===== src/hdl/sie_pkg.sv =====
// Package for the stack integer evaluator: sizes, command and status codes, control structs.
package sie_pkg;

  // Stack geometry
  localparam int STACK_DEPTH = 16;
  localparam int ADDR_W      = $clog2(STACK_DEPTH);
  localparam int CNT_W       = $clog2(STACK_DEPTH + 1);
  localparam int DATA_W      = 32;

  // Command codes carried on the input tuser
  typedef enum logic [2:0] {
    CMD_BIPUSH = 3'd0,
    CMD_IADD   = 3'd1,
    CMD_ISUB   = 3'd2,
    CMD_IMUL   = 3'd3,
    CMD_FINISH = 3'd4
  } cmd_t;

  // Result status codes
  localparam logic [1:0] ST_OK        = 2'd0;
  localparam logic [1:0] ST_UNDERFLOW = 2'd1;
  localparam logic [1:0] ST_OVERFLOW  = 2'd2;

  // Controller to datapath commands
  typedef struct packed {
    logic       push;        // write operand as new top, count up
    logic       rd_next;     // read the entry below the top
    logic       alu_wr;      // top <= add/sub result, count down
    logic       alu_sub;     // select top - next
    logic       mul_cap;     // capture top * next
    logic       mul_wr;      // top <= product, count down
    logic       clear;       // empty the stack
    logic       out_load;    // load the output register
    logic [1:0] out_status;  // status of the loaded result
    logic       out_report;  // result carries the top value
  } ctl_cmd_t;

  // Datapath to controller status
  typedef struct packed {
    logic count_zero;
    logic count_lt2;
    logic count_full;
    logic out_free;          // output register empty or emptied this cycle
  } dp_stat_t;

endpackage


===== src/hdl/sie_datapath.sv =====
// Datapath of the stack integer evaluator: top register, stack memory, ALU, output register.
module sie_datapath (
  input  logic                           clk,
  input  logic                           rst,
  input  sie_pkg::ctl_cmd_t              ctl,
  output sie_pkg::dp_stat_t              stat,
  input  logic [sie_pkg::DATA_W-1:0]     operand_value,
  output logic                           m_tvalid,
  input  logic                           m_tready,
  output logic [sie_pkg::DATA_W-1:0]     m_tdata,
  output logic [2:0]                     m_tuser
);

  // Entries below the top live in memory; the top lives in a register
  logic [sie_pkg::DATA_W-1:0] stack_mem [sie_pkg::STACK_DEPTH];
  logic [sie_pkg::DATA_W-1:0] tos;
  logic [sie_pkg::DATA_W-1:0] rd_data;
  logic [sie_pkg::DATA_W-1:0] prod;
  logic [sie_pkg::CNT_W-1:0]  count;
  logic [sie_pkg::CNT_W-1:0]  cnt_m1;
  logic [sie_pkg::CNT_W-1:0]  cnt_m2;
  logic [sie_pkg::ADDR_W-1:0] top_idx;
  logic [sie_pkg::ADDR_W-1:0] next_idx;
  logic [sie_pkg::DATA_W-1:0] alu_res;
  logic [1:0]                 out_status;
  logic                       out_report;

  assign cnt_m1   = count - sie_pkg::CNT_W'(1);
  assign cnt_m2   = count - sie_pkg::CNT_W'(2);
  assign top_idx  = cnt_m1[sie_pkg::ADDR_W-1:0];
  assign next_idx = cnt_m2[sie_pkg::ADDR_W-1:0];

  // Add or subtract, top first
  assign alu_res = ctl.alu_sub ? (tos - rd_data) : (tos + rd_data);

  // Status flags for the controller
  assign stat.count_zero = (count == '0);
  assign stat.count_lt2  = (count < sie_pkg::CNT_W'(2));
  assign stat.count_full = (count == sie_pkg::CNT_W'(sie_pkg::STACK_DEPTH));
  assign stat.out_free   = !m_tvalid || m_tready;

  // Spill the old top into memory on push; read the next entry on request
  always_ff @(posedge clk) begin
    if (ctl.push && (count != '0)) begin
      stack_mem[top_idx] <= tos;
    end
    if (ctl.rd_next) begin
      rd_data <= stack_mem[next_idx];
    end
  end

  // Hold the product for one stage
  always_ff @(posedge clk) begin
    if (ctl.mul_cap) begin
      prod <= tos * rd_data;
    end
  end

  // Update the top register
  always_ff @(posedge clk) begin
    priority if (ctl.push) begin
      tos <= operand_value;
    end else if (ctl.alu_wr) begin
      tos <= alu_res;
    end else if (ctl.mul_wr) begin
      tos <= prod;
    end else begin
      tos <= tos;
    end
  end

  // Track the stack depth
  always_ff @(posedge clk) begin
    if (rst) begin
      count <= '0;
    end else begin
      priority if (ctl.clear) begin
        count <= '0;
      end else if (ctl.push) begin
        count <= count + sie_pkg::CNT_W'(1);
      end else if (ctl.alu_wr || ctl.mul_wr) begin
        count <= cnt_m1;
      end else begin
        count <= count;
      end
    end
  end

  // Output register: load a result, drop it once the transfer completes
  always_ff @(posedge clk) begin
    if (rst) begin
      m_tvalid <= 1'b0;
    end else if (ctl.out_load) begin
      m_tvalid <= 1'b1;
    end else if (m_tready) begin
      m_tvalid <= 1'b0;
    end
  end

  always_ff @(posedge clk) begin
    if (ctl.out_load) begin
      out_status <= ctl.out_status;
      out_report <= ctl.out_report;
      m_tdata    <= ctl.out_report ? tos : '0;
    end
  end

  assign m_tuser = {out_report, out_status};

endmodule


===== src/hdl/sie_controller.sv =====
// Controller of the stack integer evaluator: command decode and sequencing.
module sie_controller (
  input  logic              clk,
  input  logic              rst,
  input  logic              s_tvalid,
  output logic              s_tready,
  input  logic [2:0]        s_tuser,
  input  sie_pkg::dp_stat_t stat,
  output sie_pkg::ctl_cmd_t ctl
);

  typedef enum logic [2:0] {
    S_IDLE = 3'b001,
    S_READ = 3'b010,
    S_MUL  = 3'b100
  } state_t;

  state_t        state;
  state_t        state_next;
  sie_pkg::cmd_t op;
  sie_pkg::cmd_t op_next;
  sie_pkg::cmd_t in_cmd;
  logic          accept;

  assign in_cmd   = sie_pkg::cmd_t'(s_tuser);
  assign s_tready = (state == S_IDLE) && stat.out_free;
  assign accept   = s_tvalid && s_tready;

  // Decode and sequence
  always_comb begin
    state_next = state;
    op_next    = op;
    ctl        = '0;
    ctl.out_status = sie_pkg::ST_OK;
    unique case (state)
      S_IDLE: begin
        if (accept) begin
          unique case (in_cmd)
            sie_pkg::CMD_BIPUSH: begin
              ctl.out_load = 1'b1;
              if (stat.count_full) begin
                ctl.out_status = sie_pkg::ST_OVERFLOW;
              end else begin
                ctl.push = 1'b1;
              end
            end
            sie_pkg::CMD_IADD, sie_pkg::CMD_ISUB, sie_pkg::CMD_IMUL: begin
              if (stat.count_lt2) begin
                ctl.out_load   = 1'b1;
                ctl.out_status = sie_pkg::ST_UNDERFLOW;
              end else begin
                ctl.rd_next = 1'b1;
                op_next     = in_cmd;
                state_next  = S_READ;
              end
            end
            sie_pkg::CMD_FINISH: begin
              ctl.clear    = 1'b1;
              ctl.out_load = 1'b1;
              if (stat.count_zero) begin
                ctl.out_status = sie_pkg::ST_UNDERFLOW;
              end else begin
                ctl.out_report = 1'b1;
              end
            end
            default: begin
              // unused codes leave the stack alone
              ctl.out_load = 1'b1;
            end
          endcase
        end
      end
      S_READ: begin
        if (op == sie_pkg::CMD_IMUL) begin
          ctl.mul_cap = 1'b1;
          state_next  = S_MUL;
        end else begin
          ctl.alu_wr   = 1'b1;
          ctl.alu_sub  = (op == sie_pkg::CMD_ISUB);
          ctl.out_load = 1'b1;
          state_next   = S_IDLE;
        end
      end
      S_MUL: begin
        ctl.mul_wr   = 1'b1;
        ctl.out_load = 1'b1;
        state_next   = S_IDLE;
      end
      default: begin
        state_next = S_IDLE;
      end
    endcase
  end

  // Advance the state
  always_ff @(posedge clk) begin
    if (rst) begin
      state <= S_IDLE;
      op    <= sie_pkg::CMD_BIPUSH;
    end else begin
      state <= state_next;
      op    <= op_next;
    end
  end

endmodule


===== src/hdl/stack_integer_evaluator_unit.sv =====
// Top level of the stack integer evaluator: stream ports, controller and datapath.
//
// A 32-bit operand-stack machine, sixteen entries deep. Each input transfer carries a
// command (push, add, subtract, multiply, finish) and returns exactly one result
// transfer with a status, a valid flag and, on finish, the popped top. Push, finish,
// unused codes and every underflow or overflow are answered from the idle state; add
// and subtract pass through a read state, because the entry under the top comes from
// the registered read of the stack memory; multiply also passes through a product
// state for the registered 32x32 product. The top of stack sits in a register, so only
// one memory read is needed per operation. A result held in the output register does
// not stop the next command from being taken in the cycle it is transferred out.
module stack_integer_evaluator_unit (
  input  logic                       clk,
  input  logic                       rst,
  input  logic                       s_tvalid,
  output logic                       s_tready,
  input  logic [sie_pkg::DATA_W-1:0] s_tdata,   // [31:0] operand_value
  input  logic [2:0]                 s_tuser,   // [2:0] cmd
  output logic                       m_tvalid,
  input  logic                       m_tready,
  output logic [sie_pkg::DATA_W-1:0] m_tdata,   // [31:0] result_value
  output logic [2:0]                 m_tuser    // [1:0] status, [2] result_valid
);

  sie_pkg::ctl_cmd_t ctl;
  sie_pkg::dp_stat_t stat;

  sie_controller u_ctrl (
    .clk      (clk),
    .rst      (rst),
    .s_tvalid (s_tvalid),
    .s_tready (s_tready),
    .s_tuser  (s_tuser),
    .stat     (stat),
    .ctl      (ctl)
  );

  sie_datapath u_dp (
    .clk           (clk),
    .rst           (rst),
    .ctl           (ctl),
    .stat          (stat),
    .operand_value (s_tdata),
    .m_tvalid      (m_tvalid),
    .m_tready      (m_tready),
    .m_tdata       (m_tdata),
    .m_tuser       (m_tuser)
  );

endmodule


===== config.mk =====
export PLATFORM = sky130hd
export DESIGN_NAME = stack_integer_evaluator_unit
export DESIGN_NICKNAME = d
export VERILOG_FILES = /design/src/hdl/sie_pkg.sv /design/src/hdl/sie_datapath.sv /design/src/hdl/sie_controller.sv /design/src/hdl/stack_integer_evaluator_unit.sv
export SDC_FILE = /design/constraint.sdc
export NUM_CORES = 2
export LEC_CHECK = 0
export BUFFER_PORTS_ARGS = -buffer_cell sky130_fd_sc_hd__clkbuf_2
export CAP_MARGIN = 10
export CELL_PAD_IN_SITES_DETAIL_PLACEMENT = 2
export CELL_PAD_IN_SITES_GLOBAL_PLACEMENT = 2
export CORE_UTILIZATION = 25
export CTS_BUF_LIST = sky130_fd_sc_hd__clkbuf_8 sky130_fd_sc_hd__clkbuf_16
export CTS_CLUSTER_SIZE = 14
export DETAILED_ROUTE_END_ITERATION = 8
export PLACE_DENSITY = 0.5
export SYNTH_ARGS = -nofsm -noshare
export SYNTH_HDL_FRONTEND = slang
export SYNTH_SLANG_ARGS = --single-unit

===== constraint.sdc =====
create_clock -name clk -period 21.7 [get_ports clk]
set_input_delay 4.34 -clock clk [delete_from_list [all_inputs] [get_ports clk]]
set_output_delay 4.34 -clock clk [all_outputs]
set_load 0.02 [all_outputs]

==> impl_metrics.env <==
export IMPL_setup_viol=0
export IMPL_fill_cells=17700
export IMPL_hold_path_class="reg2reg"
export IMPL_synth_compound_area_share_pct=3.54
export IMPL_crit_type="in2out"
export IMPL_cp_end_kind="output port"
export IMPL_yosys_warnings=0
export IMPL_max_freq_ghz=0.105
export IMPL_setup_tns_ns=0
export IMPL_rsz0062_at_grt="no"
export IMPL_cts_sinks=655
export IMPL_grt_pass1_vias=29200
export IMPL_tightestPinTransition_ns=1.23
export IMPL_ys_flop_type="edfxtp_1"
export IMPL_post_cts_setup_buffer_count=0
export IMPL_crit_start="m_tready"
export IMPL_cts_root_buffer="clkbuf_16"
export IMPL_grt_start_max_net_pins=53
export IMPL_wl_um=149000
export IMPL_synth_fp_nets=3800
export IMPL_grt_pass1_wl_um=216000
export IMPL_multi_input_area_um2=20900
export IMPL_max_cap_violations=0
export IMPL_synth_adder_area_share_pct=24.1
export IMPL_synth_most_common_cell="edfxtp_1"
export IMPL_hold_viol=0
export IMPL_fin_ws_ns=12.21
export IMPL_h_tree_depth=3
export IMPL_synth_top_family_by_area="adder cells"
export IMPL_worst_r2r_cell_count=24
export IMPL_ys_ff_latch=655
export IMPL_start_kind="input port"
export IMPL_areaGrowthSynthToFinish_pct=14.1
export IMPL_status="finished, final reports clean"
export IMPL_worst_endpoint_arrival_ns=5.15
export IMPL_antenna_found_initial=10
export IMPL_drt_iter0_markers=1419
export IMPL_skew_ns=0.0391
export IMPL_endpoint="s_tready"
export IMPL_maxSlewHeadroom_pct=17.8
export IMPL_synth_seq_area_share_pct=46.0
export IMPL_power_density_nw_per_um2=82.2
export IMPL_drc=0
export IMPL_syn_area_um2=42500
export IMPL_final_nets=3885
export IMPL_pin_count=76
export IMPL_rows=150
export IMPL_synthMuxAreaShare_pct=8.57
export IMPL_slew_viol_final=0
export IMPL_synth_cell_types=63
export IMPL_postRouteAntennaNets=0
export IMPL_yosys_area_share_simple_pct=9.47
export IMPL_r2r_start="u_dp.tos[2]"
export IMPL_clk_latency_ns=0.69
export IMPL_cts_hold_fix_buffers=0
export IMPL_clk_path_buf_depth=3
export IMPL_crit_required_ns=17.36
export IMPL_clk_pin_slew_worst_paths_ns=0.06
export IMPL_r2r_end="u_dp.prod[31]"
export IMPL_dp_slack_ns=12.20
export IMPL_crit_fanout=3
export IMPL_grtUsageTotal_pct=17.5
export IMPL_initial_utilization_pct=25.3
export IMPL_gp_congestion=0.742
export IMPL_dieWidth_um=414
export IMPL_viasPerCell=4.60
export IMPL_drt_wirelength_per_cell_um=26.9
export IMPL_dr_pass1_iters=5
export IMPL_yosysTopAreaCellShare_pct=45.4
export IMPL_min_from="u_ctrl.op[2]"
export IMPL_ys_top_cells_by_area="edfxtp_1, fa_1, mux4_2"
export IMPL_cts_tree="yes"
export IMPL_cts_resized_gates=0
export IMPL_port_buffer_count=75
export IMPL_period_needed_ns=9.49
export IMPL_avgSynthCellArea_um2=13.3
export IMPL_synth_async_reset_ratio_pct=0
export IMPL_synth_edf_count=643
export IMPL_synth_cells=3188
export IMPL_cts_inserted_buffers=80
export IMPL_synth_xor_area_share_pct=3.11
export IMPL_peakVddDrop_mv=0.0575
export IMPL_leakagePower_nw=18.3
export IMPL_die_h_um=414
export IMPL_drive_above_1_share_pct=14.2
export IMPL_regArea_um2=19600
export IMPL_grt_overflow_total=0
export IMPL_place_hpwl_um=96300
export IMPL_synthTopCellsByCount="edfxtp_1, inv_1, fa_1"
export IMPL_post_route_period_util_pct=43.7
export IMPL_vias=25500
export IMPL_yosysTopAreaCell="edfxtp_1"
export IMPL_core_area_um2=168000
export IMPL_rrSetupSlack_ns=13.43
export IMPL_dieArea_um2=172000
==> flip-flops by register name, indices dropped and copies added (netlist names) <==
register and count:
u_dp.stack_mem 512, u_dp.m_tdata 32, u_dp.prod 32, u_dp.rd_data 32, u_dp.tos 32, u_dp.count 5, u_ctrl.op 3, u_ctrl.state 3
u_dp.out_status 2, u_dp.m_tvalid 1, u_dp.out_report 1
==> cells by family after synthesis <==
family | Yosys count
buffers and inverters | 592
AND/OR/NAND/NOR | 816
flip-flops | 655
AO/OA/AOI/OAI | 237
multiplexers | 164
XOR/XNOR | 151
adder cells (fa/ha/maj) | 573
==> metrics by stage <==
step | cells | power, mW | instance area [um^2] | util [%] | hold slack [ns]
2_1_floorplan | 3188 | 2.31 | 42500 | - | 0.450
3_3_place_gp | 5395 | 2.70 | 45900 | 27.3 | 0.469
3_5_place_dp | 5395 | 2.70 | 45900 | 27.3 | 0.474
4_1_cts | 5540 | 4.08 | 48500 | 28.9 | 0.485
5_1_grt | 5540 | 4.23 | 48500 | 28.9 | 0.509
6_report | 5544 | 3.99 | 48500 | 28.9 | 0.483
==> layer usage <==
| metal | up-vias | part of all wire, % | global-route usage [%] | wire length [um] |
|---|---|---|---|---|
| li1 | 11000 | - | - | - |
| met1 | 14000 | 47 | 24.2 | 69700 |
| met2 | 378 | 49 | 29.8 | 73100 |
| met3 | 142 | 2.6 | 1.81 | 3820 |
| met4 | 0 | 1.6 | 3.33 | 2410 |
| met5 | - | 0 | 0 | 0 |
==> worst min-delay path by stage <==
| stage | slack [ns] | cells after the start | end |
|---|---|---|---|
| 5_1_grt | 0.51 | 1 | u_ctrl.op[2] |
| 3_5_place_dp | 0.47 | 1 | u_ctrl.op[2] |
| 2_1_floorplan | 0.45 | 2 | u_ctrl.op[1] |
| 3_3_place_gp | 0.47 | 1 | u_ctrl.op[2] |
| 4_1_cts | 0.48 | 1 | u_ctrl.op[2] |
| 6_report | 0.48 | 1 | u_ctrl.op[2] |
==> critical path, stage by stage <==
cell	delay [ns]
clkbuf_2	0.08
nor2b_1	0.05
nor4b_1	0.42
clkbuf_2	0.26
==> final cells by class <==
type / instances / area share [%]
antenna: 4 / 0.0206
inverter: 433 / 3.35
multi-input combinational: 1941 / 43.2
sequential: 655 / 40.3
tap: 2204 / 5.69
timing repair buffer: 162 / 2.12
clock inverter: 63 / 1.12
clock buffer: 82 / 4.23
==> placed cells by master, fill, tap and decap left out, types with 5 or more instances in the layout <==
cell	netlist	layout
xnor2_1	104	104
clkinv_1	0	25
nor2_1	92	75
xor2_1	47	46
inv_1	433	441
nor3_1	22	21
nor3b_1	5	5
o21bai_1	8	8
a21oi_1	78	76
clkinv_2	0	8
clkbuf_2	0	75
or3_1	6	6
clkbuf_16	0	82
nor2b_1	6	5
o21a_1	10	10
a21o_1	20	20
bufinv_16	0	7
o31ai_1	6	6
o21ai_0	44	43
buf_4	1	87
nor2_4	0	17
nand2b_1	11	10
a22oi_1	6	6
clkinvlp_4	0	6
nand3_1	16	16
nand2_1	334	333
and2_1	298	298
ha_1	164	163
o21ai_1	8	8
edfxtp_1	643	643
fa_1	409	409
o211ai_1	9	9
dfxtp_1	12	10
a211oi_1	7	7
and3_1	11	11
a31oi_1	13	13
mux4_2	160	160
==> power by group <==
group          internal [mW]  total (mW)  switching [mW]  leakage [nW]
Clock                  0.772        1.35           0.574          1.28
Sequential              1.44        1.44         0.00535          5.92
Combinational          0.506        1.20           0.692          11.1
Total                   2.72        3.99            1.27          18.3
Note: power is estimated with default switching activity, not from simulation.
